## src/sv/cmsa_pkg.sv

```systemverilog
`timescale 1ns / 1ps
// ----------------------------------------------------------------------------
// cmsa_pkg
// shared constants and opcodes for the can mailbox slot allocator
// ----------------------------------------------------------------------------
package cmsa_pkg;

    localparam int SLOTS_DEFAULT = 32;

    localparam int OP_W   = 2;
    localparam int ID_W   = 29;
    localparam int SLOT_W = 5;
    localparam int MASK_W = 32;
    localparam int RC_W   = 6;

    localparam logic [OP_W-1:0] OP_ALLOC   = 2'd0;
    localparam logic [OP_W-1:0] OP_RELEASE = 2'd1;
    localparam logic [OP_W-1:0] OP_CANCEL  = 2'd2;
    localparam logic [OP_W-1:0] OP_RFIRST  = 2'd3;

endpackage

```

## src/sv/cmsa_ram.sv

```systemverilog
`timescale 1ns / 1ps
// ----------------------------------------------------------------------------
// cmsa_ram
// generic single write port, single read port ram with registered read
// ----------------------------------------------------------------------------
module cmsa_ram #(
    parameter int WIDTH = 8,
    parameter int DEPTH = 16
) (
    input  logic                     clk,
    input  logic                     we,
    input  logic [$clog2(DEPTH)-1:0] waddr,
    input  logic [WIDTH-1:0]         wdata,
    input  logic                     re,
    input  logic [$clog2(DEPTH)-1:0] raddr,
    output logic [WIDTH-1:0]         rdata
);

    logic [WIDTH-1:0] mem [DEPTH];
    logic [WIDTH-1:0] rdata_reg;

    always_ff @(posedge clk)
    begin
        if (we)
        begin
            mem[waddr] <= wdata;
        end
        if (re)
        begin
            rdata_reg <= mem[raddr];
        end
    end

    assign rdata = rdata_reg;

endmodule

```

## src/sv/can_mailbox_slot_allocator.sv

```systemverilog
`timescale 1ns / 1ps
// release completes from the idle state; cancel and release-first scan one slot a cycle;
// allocate issues one owner read from the ram port per cycle.
// throughput: one operation at a time, busy high until the result strobe; the next start
// may come in the strobe cycle. results are not stalled by the receiver.
// reset: asynchronous, active low; every slot free, reserved count zero.
// ----------------------------------------------------------------------------
// can_mailbox_slot_allocator
// transmit slot table with allocate, release, cancel and release-first scans
// ----------------------------------------------------------------------------
module can_mailbox_slot_allocator #(
    parameter int SLOTS = cmsa_pkg::SLOTS_DEFAULT
) (
    input  logic                          clk,
    input  logic                          rst_n,
    input  logic                          start,
    output logic                          busy,
    input  logic [cmsa_pkg::OP_W-1:0]     opcode,
    input  logic [cmsa_pkg::ID_W-1:0]     msg_id,
    input  logic [cmsa_pkg::SLOT_W-1:0]   slot_number,
    input  logic [cmsa_pkg::MASK_W-1:0]   slot_mask,
    input  logic                          cfg_wr_en,
    input  logic [cmsa_pkg::RC_W-1:0]     cfg_wr_data,
    output logic                          done,
    output logic                          ok,
    output logic [cmsa_pkg::SLOT_W-1:0]   slot_found,
    output logic [cmsa_pkg::MASK_W-1:0]   cleared_mask
);

    localparam int IDX_W = $clog2(SLOTS);
    localparam logic [IDX_W-1:0] LAST = IDX_W'(SLOTS - 1);
    localparam logic [cmsa_pkg::RC_W-1:0] SLOTS_RC = cmsa_pkg::RC_W'(SLOTS);

    localparam logic ST_IDLE = 1'b0;
    localparam logic ST_SCAN = 1'b1;

    logic                        state_reg, state_next;
    logic [cmsa_pkg::OP_W-1:0]   op_reg, op_next;
    logic [cmsa_pkg::ID_W-1:0]   id_reg, id_next;
    logic [SLOTS-1:0]            mask_reg, mask_next;
    logic [SLOTS-1:0]            valid_reg, valid_next;
    logic [cmsa_pkg::RC_W-1:0]   rc_reg, rc_next;
    logic [IDX_W-1:0]            idx_reg, idx_next;
    logic [IDX_W-1:0]            cmp_idx_reg, cmp_idx_next;
    logic                        issue_on_reg, issue_on_next;
    logic                        cmp_on_reg, cmp_on_next;
    logic                        done_reg, done_next;
    logic                        ok_reg, ok_next;
    logic [IDX_W-1:0]            found_reg, found_next;
    logic [SLOTS-1:0]            cleared_reg, cleared_next;

    logic                        ram_we;
    logic                        ram_re;
    logic [cmsa_pkg::ID_W-1:0]   ram_rdata;
    logic                        rc_full;

    cmsa_ram #(
        .WIDTH (cmsa_pkg::ID_W),
        .DEPTH (SLOTS)
    ) u_owner_ram (
        .clk   (clk),
        .we    (ram_we),
        .waddr (cmp_idx_reg),
        .wdata (id_reg),
        .re    (ram_re),
        .raddr (idx_reg),
        .rdata (ram_rdata)
    );

    assign rc_full = (rc_reg >= SLOTS_RC);

    always_comb
    begin
        state_next    = state_reg;
        op_next       = op_reg;
        id_next       = id_reg;
        mask_next     = mask_reg;
        valid_next    = valid_reg;
        rc_next       = rc_reg;
        idx_next      = idx_reg;
        cmp_idx_next  = cmp_idx_reg;
        issue_on_next = issue_on_reg;
        cmp_on_next   = cmp_on_reg;
        done_next     = 1'b0;
        ok_next       = ok_reg;
        found_next    = found_reg;
        cleared_next  = cleared_reg;
        ram_we        = 1'b0;
        ram_re        = 1'b0;

        if (cfg_wr_en)
        begin
            rc_next = cfg_wr_data;
        end

        case (state_reg)
            ST_IDLE:
            begin
                if (start)
                begin
                    op_next      = opcode;
                    id_next      = msg_id;
                    mask_next    = slot_mask[SLOTS-1:0];
                    ok_next      = 1'b0;
                    found_next   = '0;
                    cleared_next = '0;
                    case (opcode)
                        cmsa_pkg::OP_ALLOC:
                        begin
                            if (rc_full)
                            begin
                                done_next = 1'b1;
                            end
                            else
                            begin
                                state_next    = ST_SCAN;
                                idx_next      = rc_reg[IDX_W-1:0];
                                issue_on_next = 1'b1;
                                cmp_on_next   = 1'b0;
                            end
                        end
                        cmsa_pkg::OP_RELEASE:
                        begin
                            done_next = 1'b1;
                            if (cmsa_pkg::RC_W'(slot_number) < SLOTS_RC)
                            begin
                                cleared_next[slot_number[IDX_W-1:0]] =
                                    valid_reg[slot_number[IDX_W-1:0]];
                                valid_next[slot_number[IDX_W-1:0]] = 1'b0;
                            end
                        end
                        cmsa_pkg::OP_CANCEL:
                        begin
                            if (rc_full)
                            begin
                                done_next = 1'b1;
                            end
                            else
                            begin
                                state_next = ST_SCAN;
                                idx_next   = rc_reg[IDX_W-1:0];
                            end
                        end
                        default:
                        begin
                            state_next = ST_SCAN;
                            idx_next   = '0;
                        end
                    endcase
                end
            end

            ST_SCAN:
            begin
                case (op_reg)
                    cmsa_pkg::OP_ALLOC:
                    begin
                        // read of slot n overlaps the compare of slot n - 1
                        ram_re       = issue_on_reg;
                        cmp_on_next  = issue_on_reg;
                        cmp_idx_next = idx_reg;
                        if (issue_on_reg)
                        begin
                            if (idx_reg == LAST)
                            begin
                                issue_on_next = 1'b0;
                            end
                            else
                            begin
                                idx_next = idx_reg + 1'b1;
                            end
                        end
                        if (cmp_on_reg)
                        begin
                            if (!valid_reg[cmp_idx_reg] || ram_rdata == id_reg)
                            begin
                                ram_we                  = (id_reg != '0);
                                valid_next[cmp_idx_reg] = (id_reg != '0);
                                ok_next                 = 1'b1;
                                found_next              = cmp_idx_reg;
                                done_next               = 1'b1;
                                state_next              = ST_IDLE;
                            end
                            else if (cmp_idx_reg == LAST)
                            begin
                                done_next  = 1'b1;
                                state_next = ST_IDLE;
                            end
                        end
                    end
                    cmsa_pkg::OP_CANCEL:
                    begin
                        if (mask_reg[idx_reg] && valid_reg[idx_reg])
                        begin
                            valid_next[idx_reg]   = 1'b0;
                            cleared_next[idx_reg] = 1'b1;
                        end
                        if (idx_reg == LAST)
                        begin
                            done_next  = 1'b1;
                            state_next = ST_IDLE;
                        end
                        else
                        begin
                            idx_next = idx_reg + 1'b1;
                        end
                    end
                    default:
                    begin
                        if (mask_reg[idx_reg])
                        begin
                            cleared_next[idx_reg] = valid_reg[idx_reg];
                            valid_next[idx_reg]   = 1'b0;
                            ok_next               = 1'b1;
                            found_next            = idx_reg;
                            done_next             = 1'b1;
                            state_next            = ST_IDLE;
                        end
                        else if (idx_reg == LAST)
                        begin
                            done_next  = 1'b1;
                            state_next = ST_IDLE;
                        end
                        else
                        begin
                            idx_next = idx_reg + 1'b1;
                        end
                    end
                endcase
            end

            default:
            begin
                state_next = ST_IDLE;
            end
        endcase
    end

    always_ff @(posedge clk or negedge rst_n)
    begin
        if (!rst_n)
        begin
            state_reg    <= ST_IDLE;
            op_reg       <= cmsa_pkg::OP_ALLOC;
            id_reg       <= '0;
            mask_reg     <= '0;
            valid_reg    <= '0;
            rc_reg       <= '0;
            idx_reg      <= '0;
            cmp_idx_reg  <= '0;
            issue_on_reg <= 1'b0;
            cmp_on_reg   <= 1'b0;
            done_reg     <= 1'b0;
            ok_reg       <= 1'b0;
            found_reg    <= '0;
            cleared_reg  <= '0;
        end
        else
        begin
            state_reg    <= state_next;
            op_reg       <= op_next;
            id_reg       <= id_next;
            mask_reg     <= mask_next;
            valid_reg    <= valid_next;
            rc_reg       <= rc_next;
            idx_reg      <= idx_next;
            cmp_idx_reg  <= cmp_idx_next;
            issue_on_reg <= issue_on_next;
            cmp_on_reg   <= cmp_on_next;
            done_reg     <= done_next;
            ok_reg       <= ok_next;
            found_reg    <= found_next;
            cleared_reg  <= cleared_next;
        end
    end

    assign busy         = (state_reg != ST_IDLE);
    assign done         = done_reg;
    assign ok           = ok_reg;
    assign slot_found   = cmsa_pkg::SLOT_W'(found_reg);
    assign cleared_mask = cmsa_pkg::MASK_W'(cleared_reg);

endmodule

```

## config.mk

```make
export PLATFORM = sky130hd
export DESIGN_NAME = can_mailbox_slot_allocator
export DESIGN_NICKNAME = d
export VERILOG_FILES = /design/src/sv/cmsa_pkg.sv /design/src/sv/cmsa_ram.sv /design/src/sv/can_mailbox_slot_allocator.sv
export SDC_FILE = /design/constraint.sdc
export NUM_CORES = 1
export LEC_CHECK = 0
export BUFFER_PORTS_ARGS = -buffer_cell sky130_fd_sc_hd__buf_4
export CAP_MARGIN = 20
export CORE_MARGIN = 5
export CORE_UTILIZATION = 47
export DETAILED_ROUTE_END_ITERATION = 8
export PLACE_DENSITY = 0.63
export SLEW_MARGIN = 25
export SYNTH_ARGS = -nofsm -noshare
export SYNTH_HDL_FRONTEND = slang
export SYNTH_SLANG_ARGS = --single-unit
```

## constraint.sdc

```tcl
create_clock -name clk -period 7.3 [get_ports clk]
set_input_delay 1.46 -clock clk [delete_from_list [all_inputs] [get_ports clk]]
set_output_delay 1.46 -clock clk [all_outputs]
set_load 0.02 [all_outputs]
```

* Word-level counts from Yosys, hierarchy flattened
Memory sizes are Yosys's and may differ from the RTL's. A register that Yosys moved wholly into a read port is not among the register bits.
Cells that the tools add are included.
Widths: inputs -> output; s select.
** Word-level totals
- Register bits after elaboration :: 153
- RAM bits :: 928
- Input port bits :: 78
- Output and inout bits :: 40
- Memories kept :: 1
** Memory list
- u_owner_ram.mem :: depth 32, bits a word 29, read ports 1, clocked after memory_dff 1, write ports 1, line cmsa_ram.sv:19 : logic [WIDTH-1:0] mem [DEPTH];
** Operators by class
- Add/sub/neg operators :: 1
- $lt $le $gt $ge :: 7
- Eq/ne operators :: 23
- Muxes and demuxes :: 89
- Bitwise logic cells :: 7
- Reduce and logical (&&, ||, !) cells :: 17
** Operator list (number)
- $mux 32 :: 10
- $pmux 32 s2 :: 4
- $and 32x32->32 :: 3
- $bwmux 32 :: 2
- $not 32->32 :: 2
- $pmux 5 s2 :: 5
- $mux 5 :: 9
- $mux 1 :: 42
- $or 32x32->32 :: 1
- $eq 29x29->1 :: 1
- $reduce_bool 29->1 :: 1
- $bmux 1 s5 :: 4
- $pmux 1 s2 :: 10
- $lt 5x6->1 const B :: 3
- $demux 1 s5 :: 3
- $ge 5x1->1 const B :: 3
- $ne 3x3->1 const B :: 5
- $eq 5x5->1 const B :: 2
- $ne 2x2->1 const B :: 5
- $reduce_and 5->1 :: 2
- $reduce_and 4->1 :: 2
- $ge 6x6->1 const B :: 1
- $ne 2x1->1 const B :: 3
- $ne 3x1->1 const B :: 2
- 13 further kinds :: 19

* Longest topological paths before layout
Gate-level depths: netlist of run 1.
- Depth after elaboration :: 10
- Mapped depth :: 14
- Mapped depth without buffers :: 8

* Cells and area by module
From an unflattened synthesis of run 1, not the netlist that was laid out.
** Second synthesis, totals
- Cell total of the unflattened synthesis :: 3159
- Area total of the unflattened synthesis :: 46936.3 µm²
** By module, submodules not included
- cmsa_ram :: times used 1, cells each 2054, area each 37158.1 µm², sequential area each 28737.6 µm²
- can_mailbox_slot_allocator :: times used 1, cells each 1105, area each 9778.1 µm², sequential area each 3828.7 µm²

* Worst setup path after synthesis of run 1
Ideal clock, no wire load.
- Path type :: register to register
- Start point :: register id_reg[13] (netlist name)
- End point :: memory u_owner_ram.mem[10][0] (netlist name) (enable)
- Library setup time :: 451 ps
- Arrival time :: 4056 ps
- Required time :: 6849 ps
- Setup slack :: 2793 ps
- Cell stages (with the launch flop) :: 9
- Path buffers :: 1
- Clock period less this slack :: 4507 ps
- Cells stage by stage :: dfrtp_1 > xnor2_1 > nand4_1 > nor4_1 > nand3_1 > nand2_1 > o2111ai_1 > clkbuf_1 > nor3_1
** On the way
- Longest elaborated chain between the ends :: 8
- Elaborated cells on any way between the ends :: 9
- Classes of those cells :: eq/ne (1); mux (6); reduce/logical (2)
** RTL lines
- from (decl) :: line can_mailbox_slot_allocator.sv:39 : logic [cmsa_pkg::ID_W-1:0] id_reg, id_next;
- from (signal assigned) :: line can_mailbox_slot_allocator.sv:262 : id_reg <= id_next;
- $eq 29x29->1 :: line can_mailbox_slot_allocator.sv:175 : if (!valid_reg[cmp_idx_reg] || ram_rdata == id_reg)
- $logic_or 1x1->1 :: line can_mailbox_slot_allocator.sv:175
- $mux 1 (*) :: line can_mailbox_slot_allocator.sv:175
- $mux 1 (*) :: line can_mailbox_slot_allocator.sv:173 : if (cmp_on_reg)
- $mux 1 (*) :: line can_mailbox_slot_allocator.sv:155 : case (op_reg)
- $mux 1 (*) :: line can_mailbox_slot_allocator.sv:96 : case (state_reg)
- $mux 1 (*) :: line cmsa_ram.sv:24 : if (we)
- $mux 1 (not written as such) (*) :: line cmsa_ram.sv:26 : mem[waddr] <= wdata;
- to (decl) :: line cmsa_ram.sv:19
Mark *: on every way between the ends. The rest lies on a longest branch, timed or not.

* Worst setup path after layout of run 1
- Start point :: register cmp_idx_reg[1]
- End point :: memory u_owner_ram.mem[27][3] (netlist name) (enable)
** On the way
- Longest elaborated chain between the ends :: 10
** RTL lines
- from (decl) :: line can_mailbox_slot_allocator.sv:44 : logic [IDX_W-1:0] cmp_idx_reg, cmp_idx_next;
- from (signal assigned) :: line can_mailbox_slot_allocator.sv:267 : cmp_idx_reg <= cmp_idx_next;
- $bmux 1 s5 :: line can_mailbox_slot_allocator.sv:175
- $mux 1 (not written as such) :: line can_mailbox_slot_allocator.sv:175
- $logic_not 1->1 :: line can_mailbox_slot_allocator.sv:175
- $logic_or 1x1->1 :: line can_mailbox_slot_allocator.sv:175
- $mux 1 :: line can_mailbox_slot_allocator.sv:175
- $mux 1 :: line can_mailbox_slot_allocator.sv:173
- $mux 1 :: line can_mailbox_slot_allocator.sv:155
- $mux 1 :: line can_mailbox_slot_allocator.sv:96
- $mux 1 :: line cmsa_ram.sv:24
- $mux 1 (not written as such) :: line cmsa_ram.sv:26
Several ways; a longest one is shown, not always the timed one. The select of a mux whose other input is x is not followed.

==> impl_results.md, run 1 <==
- Ys async rst share: 13.8%
- Iter 0 DRT Violations: 3795
- Placeable Area: 98000 um2
- Clock-pin slew on the worst setup and hold paths: about 0.06 ns
- Fin crit share: between 60% and 70%
- Layout cells sized above 1: 25.3%
- Hold Startpoint: mask_reg[16]
- Chip Width: 324 um
- Clock skew: roughly 0.047 ns
- Post-cts sizing count: 0
- Filler instances: about 7600
- Gr ovfl total: 0
- R2r setup slk: between 2 and 3 ns
- Drt drc: 0
- Clock sinks: 1110
- Final hold vios: 0
- Average size of a mapped cell: ~17 um2
- Synth Warn #: 0
- Final WS setup: 2.83 ns
- CTS Hold Buffers Added: 0
- CTS tree: done
- RSZ-0062 raised after global routing: no
- Worst hold-check path type: register to register
- Worst skew pair latency: around 0.71 ns
- WP data required: 7.64 ns
- I/O pin total: 118
- Largest area contributor in the synthesized netlist: edfxtp_1
- Worst-path fanout max: 22
- FF-to-FF End: u_owner_ram.mem[27][3]
- Post-synthesis cell area: 46200 um2
- Crit start category: register
- Setup WS pre-CTS: 2.71 ns
- Worst vdd ir: 379 uV
- Most frequent cells in the layout: edfxtp_1 (957), nand2_1 (279), mux4_2 (255), buf_4 (203), dfrtp_1 (142)
- EDFF count, synth: 957
- Synth top area cells: edfxtp_1 (62%), mux4_2 (12%), dfrtp_1 (8.3%)
- Num CTS Buffers: 111
- Sequential area share after synthesis: 70.4%
- Share of the synthesized area in the top cell type: 62.2%
- Cells after Synth: 2689
- First-pass GRT wire length: roughly 190 mm
- Post-layout net count: 2905
- Post-DR vias/cell: 6.42
- Die area: 105000 um2
- Final setup vio count: 0
- Slew Limit Fails: 0
- Slew HR: 27.0%
- Critical path class: register to register
- Count of different cell masters after synthesis: 76
- Root buf cell: clkbuf_16
- Max reg flops: 928
- Syn nets: 2772
- Drt pass-1 iters: 6
- Number of I/O port buffers: 117
- Reg-to-reg startpoint: cmp_idx_reg[1]
- Vias in the first global route: between 20000 and 30000
- Routability cong.: just over 0.9
- Most common cell after layout, fill and taps aside: edfxtp_1
- Power per standard cell area: between 400 and 500 nW/um2
- Top_reg_cell synth: edfxtp_1
- #FFs+latches synth: 1110
- Initial antenna violation count: 2
- Final min period: ~4.5 ns
- P&R area growth vs syn: 13.7%
- Starting Density: a little under half
- Max cap viols: 0
- Reg2reg path depth: 9
- Status: finished, final reports clean
- Drt wl/cell: 31.8 um
- Critical Path AT: 4.81 ns
- Slew @ Worst Pin: 1.09 ns
- Die Ht: 324 um
- Static Leak: roughly 18 nW
- Detailed Place HPWL: around 83 mm
- Hold path depth: 2
- CP endpoint kind: register
- Post-Layout Cell Count: between 4000 and 5000
- CTS Buffer Depth: 3
- Post CTS Setup Buffer Count: 0
- Highest clock rate: 224 MHz
- Rows: ~120
- DP Cell Count: 3996
- Pin count of the biggest net entering global routing: about 130
- Drt total wl: 134 mm
- ANT nets after route: 0
- GR Util All Layers: between 20% and 30%
- Largest Register: u_owner_ram.mem
- H-tree level count: 3
- Endpoint, Worst Hold: mask_reg[16]
- Vias post-DR: 27000
- Final setup TNS: 0 ns
==> logic make-up (layout without fill, tap and decap cells) <==
family,Yosys count,after routing,synth area share [%]
DFF,1110,1110,70.4
and+or+nand+nor,579,579,5.68
AOI/OAI and AO/OA,405,405,6.38
muxes,364,364,14.9
buffers and inverters,197,426,1.90
xor gates and xnor gates,29,29,0.549
adders and majority gates,5,5,0.135
other,0,2,0
==> Yosys cell counts (all sizes together) (24+ instances only) <==
| cell | n |
|---|---|
| edfxtp | 957 |
| nand2 | 282 |
| mux4 | 256 |
| dfrtp | 153 |
| nor2 | 114 |
| clkbuf | 97 |
| buf | 91 |
| mux2i | 85 |
| nor3 | 72 |
| a21oi | 53 |
| a22oi | 45 |
| a21o | 42 |
| a2bb2oi | 42 |
| o21ai | 40 |
| o211ai | 35 |
| a31oi | 34 |
| xnor2 | 27 |
| o22ai | 24 |
==> through the flow <==
| stage | hold WS [ns] | instance area (um2) | utilization, % | power [mW] |
|---|---|---|---|---|
| 4_1_cts | 0.478 | 52500 | 53.6 | 23.1 |
| 2_1_floorplan | 0.437 | 46200 | - | 14.0 |
| 5_1_grt | 0.494 | 52500 | 53.6 | 23.9 |
| 6_report | 0.476 | 52500 | 53.6 | 23.1 |
| 3_3_place_gp | 0.459 | 48900 | 49.9 | 17.2 |
| 3_5_place_dp | 0.459 | 48900 | 49.9 | 17.4 |
==> worst max path at each step <==
stage / startpoint / to / slack (ns) / cells after the start
4_1_cts: cmp_idx_reg[1] / u_owner_ram.mem[19][10] / 2.67 / 9
3_5_place_dp: cmp_idx_reg[1] / u_owner_ram.mem[19][7] / 2.71 / 9
5_1_grt: cmp_idx_reg[1] / u_owner_ram.mem[27][3] / 2.57 / 9
6_report: cmp_idx_reg[1] / u_owner_ram.mem[27][3] / 2.83 / 9
2_1_floorplan: id_reg[13] / u_owner_ram.mem[10][0] / 2.79 / 8
3_3_place_gp: cmp_idx_reg[1] / u_owner_ram.mem[19][5] / 2.82 / 9
==> worst max-delay path, cell delays in order (launching register included) <==
cell	delay [ns]
dfrtp_1	1.01
mux2i_1	0.28
o22ai_1	0.12
nor4_1	0.32
mux2i_1	0.16
nand2_1	0.26
o2111ai_4	0.42
buf_4	0.40
nor3_2	0.65
buf_4	0.44
==> per-layer routing <==
metal  vias up  share of wire, %  GRT usage, %
met5         -                 0             0
met4         0               3.3          7.16
met3       230               9.7          4.95
met2      1502                46          39.2
met1     14200                41          37.1
li1      11100                 -             -
==> layout make-up <==
type                    count  area (um2)  area share, %
clock inverters            66         666           1.27
multi-input cells        1382       13100           24.9
inverters                   9        36.3         0.0691
repair buffers            208        1610           3.06
well taps                1287        1610           3.06
clock buffers             143        2970           5.65
flip-flops and latches   1110       32600           62.0
diodes                      2        5.00        0.00952
==> where the power goes <==
group          internal (mW)  leakage, nW  switching (mW)  total, mW
combinational           2.96         5.82            5.62       8.58
sequential              8.19         10.6           0.622       8.81
clock                   3.27         1.79            2.42       5.69
Power figures use the tool's default switching activity.
==> run 2: changes to the inputs <==
clock period = 4.2 ns   (was 7.3 ns; I/O delays follow)
==> run 2 against run 1 <==
  * Global-route usage is 0.84 points higher
  * Register-to-register slack lost 2.4 ns
  * Setup slack got worse by 2.4 ns
  * Sequential share of layout area is 0.97 points lower
  * Combinational power grew 81%
  * Cell area is 1.6% higher
  * Utilization increased by 0.83 points
  * Critical path depth stayed put
  * Non-clock buffer count up 47
  * Flip-flop and latch count did not move
  * Critical path type unchanged
  * Highest routed layer is now met5
==> impl_results.md, run 2 (synthesis gave the netlist of run 1 again) <==
- Max cap viols: 0 (unchanged)
- FF-to-FF End: u_owner_ram.mem[3][17] (was u_owner_ram.mem[27][3])
- Slew HR: 32.8% (was 27.0%)
- Rows: 115 (unchanged)
- Max reg flops: 928 (unchanged)
- Final min period: 3.82 ns (was 4.47 ns)
- Slew Limit Fails: 0 (unchanged)
- Drt wl/cell: 32.3 um (was 31.8 um)
- CP endpoint kind: register (unchanged)
- Clock skew: 0.0438 ns (was 0.0465 ns)
- Static Leak: 18.5 nW (was 18.2 nW)
- Gr ovfl total: 0 (unchanged)
- Starting Density: 47.2% (unchanged)
- Vias in the first global route: 26400 (was 26200)
- Num CTS Buffers: 111 (unchanged)
- Placeable Area: 98000 um2 (unchanged)
- Chip Width: 324 um (unchanged)
- Highest clock rate: 262 MHz (was 224 MHz)
- Die Ht: 324 um (unchanged)
- Worst-path fanout max: 32 (was 22)
- Post-Layout Cell Count: 4254 (was 4207)
- Post-layout net count: 2952 (was 2905)
- Fin crit share: 90.9% (was 61.3%)
- Power per standard cell area: 779 nW/um2 (was 439 nW/um2)
- CTS Buffer Depth: 3 (unchanged)
- CTS tree: done (unchanged)
- Post-DR vias/cell: 6.42 (about the same)
- Drt total wl: 138 mm (was 134 mm)
- Final hold vios: 0 (unchanged)
- CTS Hold Buffers Added: 0 (unchanged)
- Most frequent cells in the layout: edfxtp_1 (957), nand2_1 (279), mux4_2 (255), buf_4 (240), dfrtp_1 (150) (was edfxtp_1 (957), nand2_1 (279), mux4_2 (255), buf_4 (203), dfrtp_1 (142))
- Net Switching: 15.6 mW (was 8.66 mW)
- R2r setup slk: 0.38 ns (was 2.83 ns)
- Worst skew pair latency: 0.72 ns (was 0.71 ns)
- WL met3: 14.0 mm (was 13.0 mm)
- Reg2reg path depth: 9 (unchanged)
- H-tree level count: 3 (unchanged)
- DP Cell Count: 4043 (was 3996)
- Root buf cell: clkbuf_16 (unchanged)
- First-pass GRT wire length: 196 mm (was 192 mm)
- Vias post-DR: 27300 (was 27000)
- Slew @ Worst Pin: 1.01 ns (was 1.09 ns)
- Net Sw Frac: 37.4% (was 37.5%)
- Highest routed layer: met5 (was met4)
- I/O pin total: 118 (unchanged)
- WP data required: 4.53 ns (was 7.64 ns)
- Critical Path AT: 4.14 ns (was 4.81 ns)
- Worst hold-check path type: primary input to asynchronous set/reset pin (was register to register)
- Clock sinks: 1110 (unchanged)
- Post-cts sizing count: 0 (unchanged)
- Combinational power share: 37.3% (was 37.2%)
- Status: finished, final reports clean (unchanged)
- Pin count of the biggest net entering global routing: 102 (was 133)
- Routability cong.: 0.905 (was 0.934)
- Crit start category: register (unchanged)
- Drt pass-1 iters: 6 (unchanged)
- Critical path class: register to register (unchanged)
- GR Util All Layers: 26.1% (was 25.2%)
- Clock-pin slew on the worst setup and hold paths: 0.06 ns (about the same)
- Post CTS Setup Buffer Count: 0 (unchanged)
- P&R area growth vs syn: 15.4% (was 13.7%)
- Layout cells sized above 1: 26.5% (was 25.3%)
- Final setup TNS: 0 ns (unchanged)
- Most common cell after layout, fill and taps aside: edfxtp_1 (unchanged)
- Initial antenna violation count: 5 (was 2)
- Worst vdd ir: 668 uV (was 379 uV)
- Detailed Place HPWL: 87.8 mm (was 82.6 mm)
- Sequential power share: 36.8% (was 38.2%)
- Drt drc: 0 (unchanged)
- ANT nets after route: 0 (unchanged)
- Post-Route M1 WL: 55.0 mm (was 54.5 mm)
- DR WL met2: 63.4 mm (was 61.8 mm)
- Final setup vio count: 0 (unchanged)
- RSZ-0062 raised after global routing: no (unchanged)
- Reg-to-reg startpoint: cmp_idx_reg[1] (unchanged)
- Clock power frac: 25.9% (was 24.6%)
- Die area: 105000 um2 (unchanged)
- Iter 0 DRT Violations: 3952 (was 3795)
- Number of I/O port buffers: 117 (unchanged)
- Largest Register: u_owner_ram.mem (unchanged)
- P_int: 26.0 mW (was 14.4 mW)
==> run 2: layout make-up <==
type | instances | area [um2]
Inverter | 9 | 36.3
Multi-Input combinational cell | 1382 | 13000
Clock buffer | 129 | 2900
Timing Repair Buffer | 255 | 2100
Sequential cell | 1110 | 32600
Tap cell | 1287 | 1610
Fill cell | 7597 | 44600
Antenna cell | 1 | 2.50
Clock inverter | 81 | 1120
==> run 2: worst max-delay path by stage <==
stage,startpoint,to,cells past startpoint
finish,cmp_idx_reg[1],u_owner_ram.mem[3][17],9
global route,cmp_idx_reg[1],u_owner_ram.mem[3][16],9
CTS,cmp_idx_reg[1],u_owner_ram.mem[0][15],9
floorplan,id_reg[13],u_owner_ram.mem[10][0],8
detailed placement,cmp_idx_reg[1],u_owner_ram.mem[31][13],9
global placement,cmp_idx_reg[1],u_owner_ram.mem[0][15],9
==> run 2: power by group through the flow <==
stage | Combinational [mW] | Clock (mW) | Sequential (mW)
2_1_floorplan | 8.75 | 0 | 15.6
3_3_place_gp | 15.0 | 0 | 15.5
3_5_place_dp | 15.3 | 0 | 15.5
4_1_cts | 15.3 | 10.9 | 15.3
5_1_grt | 16.1 | 11.4 | 15.4
6_report | 15.5 | 10.8 | 15.3
==> run 2: critical path, stage by stage (launching register included) <==
cell,delay (ns)
dfrtp_1,0.96
mux2i_1,0.29
o22ai_1,0.11
nor4_1,0.37
mux2i_1,0.19
nand2_1,0.25
o2111ai_4,0.15
buf_4,0.35
nor3_2,0.25
buf_4,0.43
==> run 2: layer usage <==
layer	track usage, %	up-vias
li1	-	11200
met4	8.46	2
met1	38.0	14300
met2	40.3	1662
met3	5.07	243
met5	0	-
==> run 2: stage by stage <==
| stage | hold WS [ns] | total power [mW] | utilization, % | area (um2) | worst slack [ns] |
|---|---|---|---|---|---|
| 2_1_floorplan | 0.437 | 24.3 | - | 46200 | -0.307 |
| 3_3_place_gp | 0.459 | 30.4 | 50.3 | 49300 | 0.567 |
| 3_5_place_dp | 0.462 | 30.7 | 50.4 | 49300 | 0.484 |
| 4_1_cts | 0.278 | 41.5 | 54.5 | 53400 | 0.424 |
| 5_1_grt | 0.300 | 42.9 | 54.5 | 53400 | 0.162 |
| 6_report | 0.224 | 41.6 | 54.5 | 53400 | 0.384 |
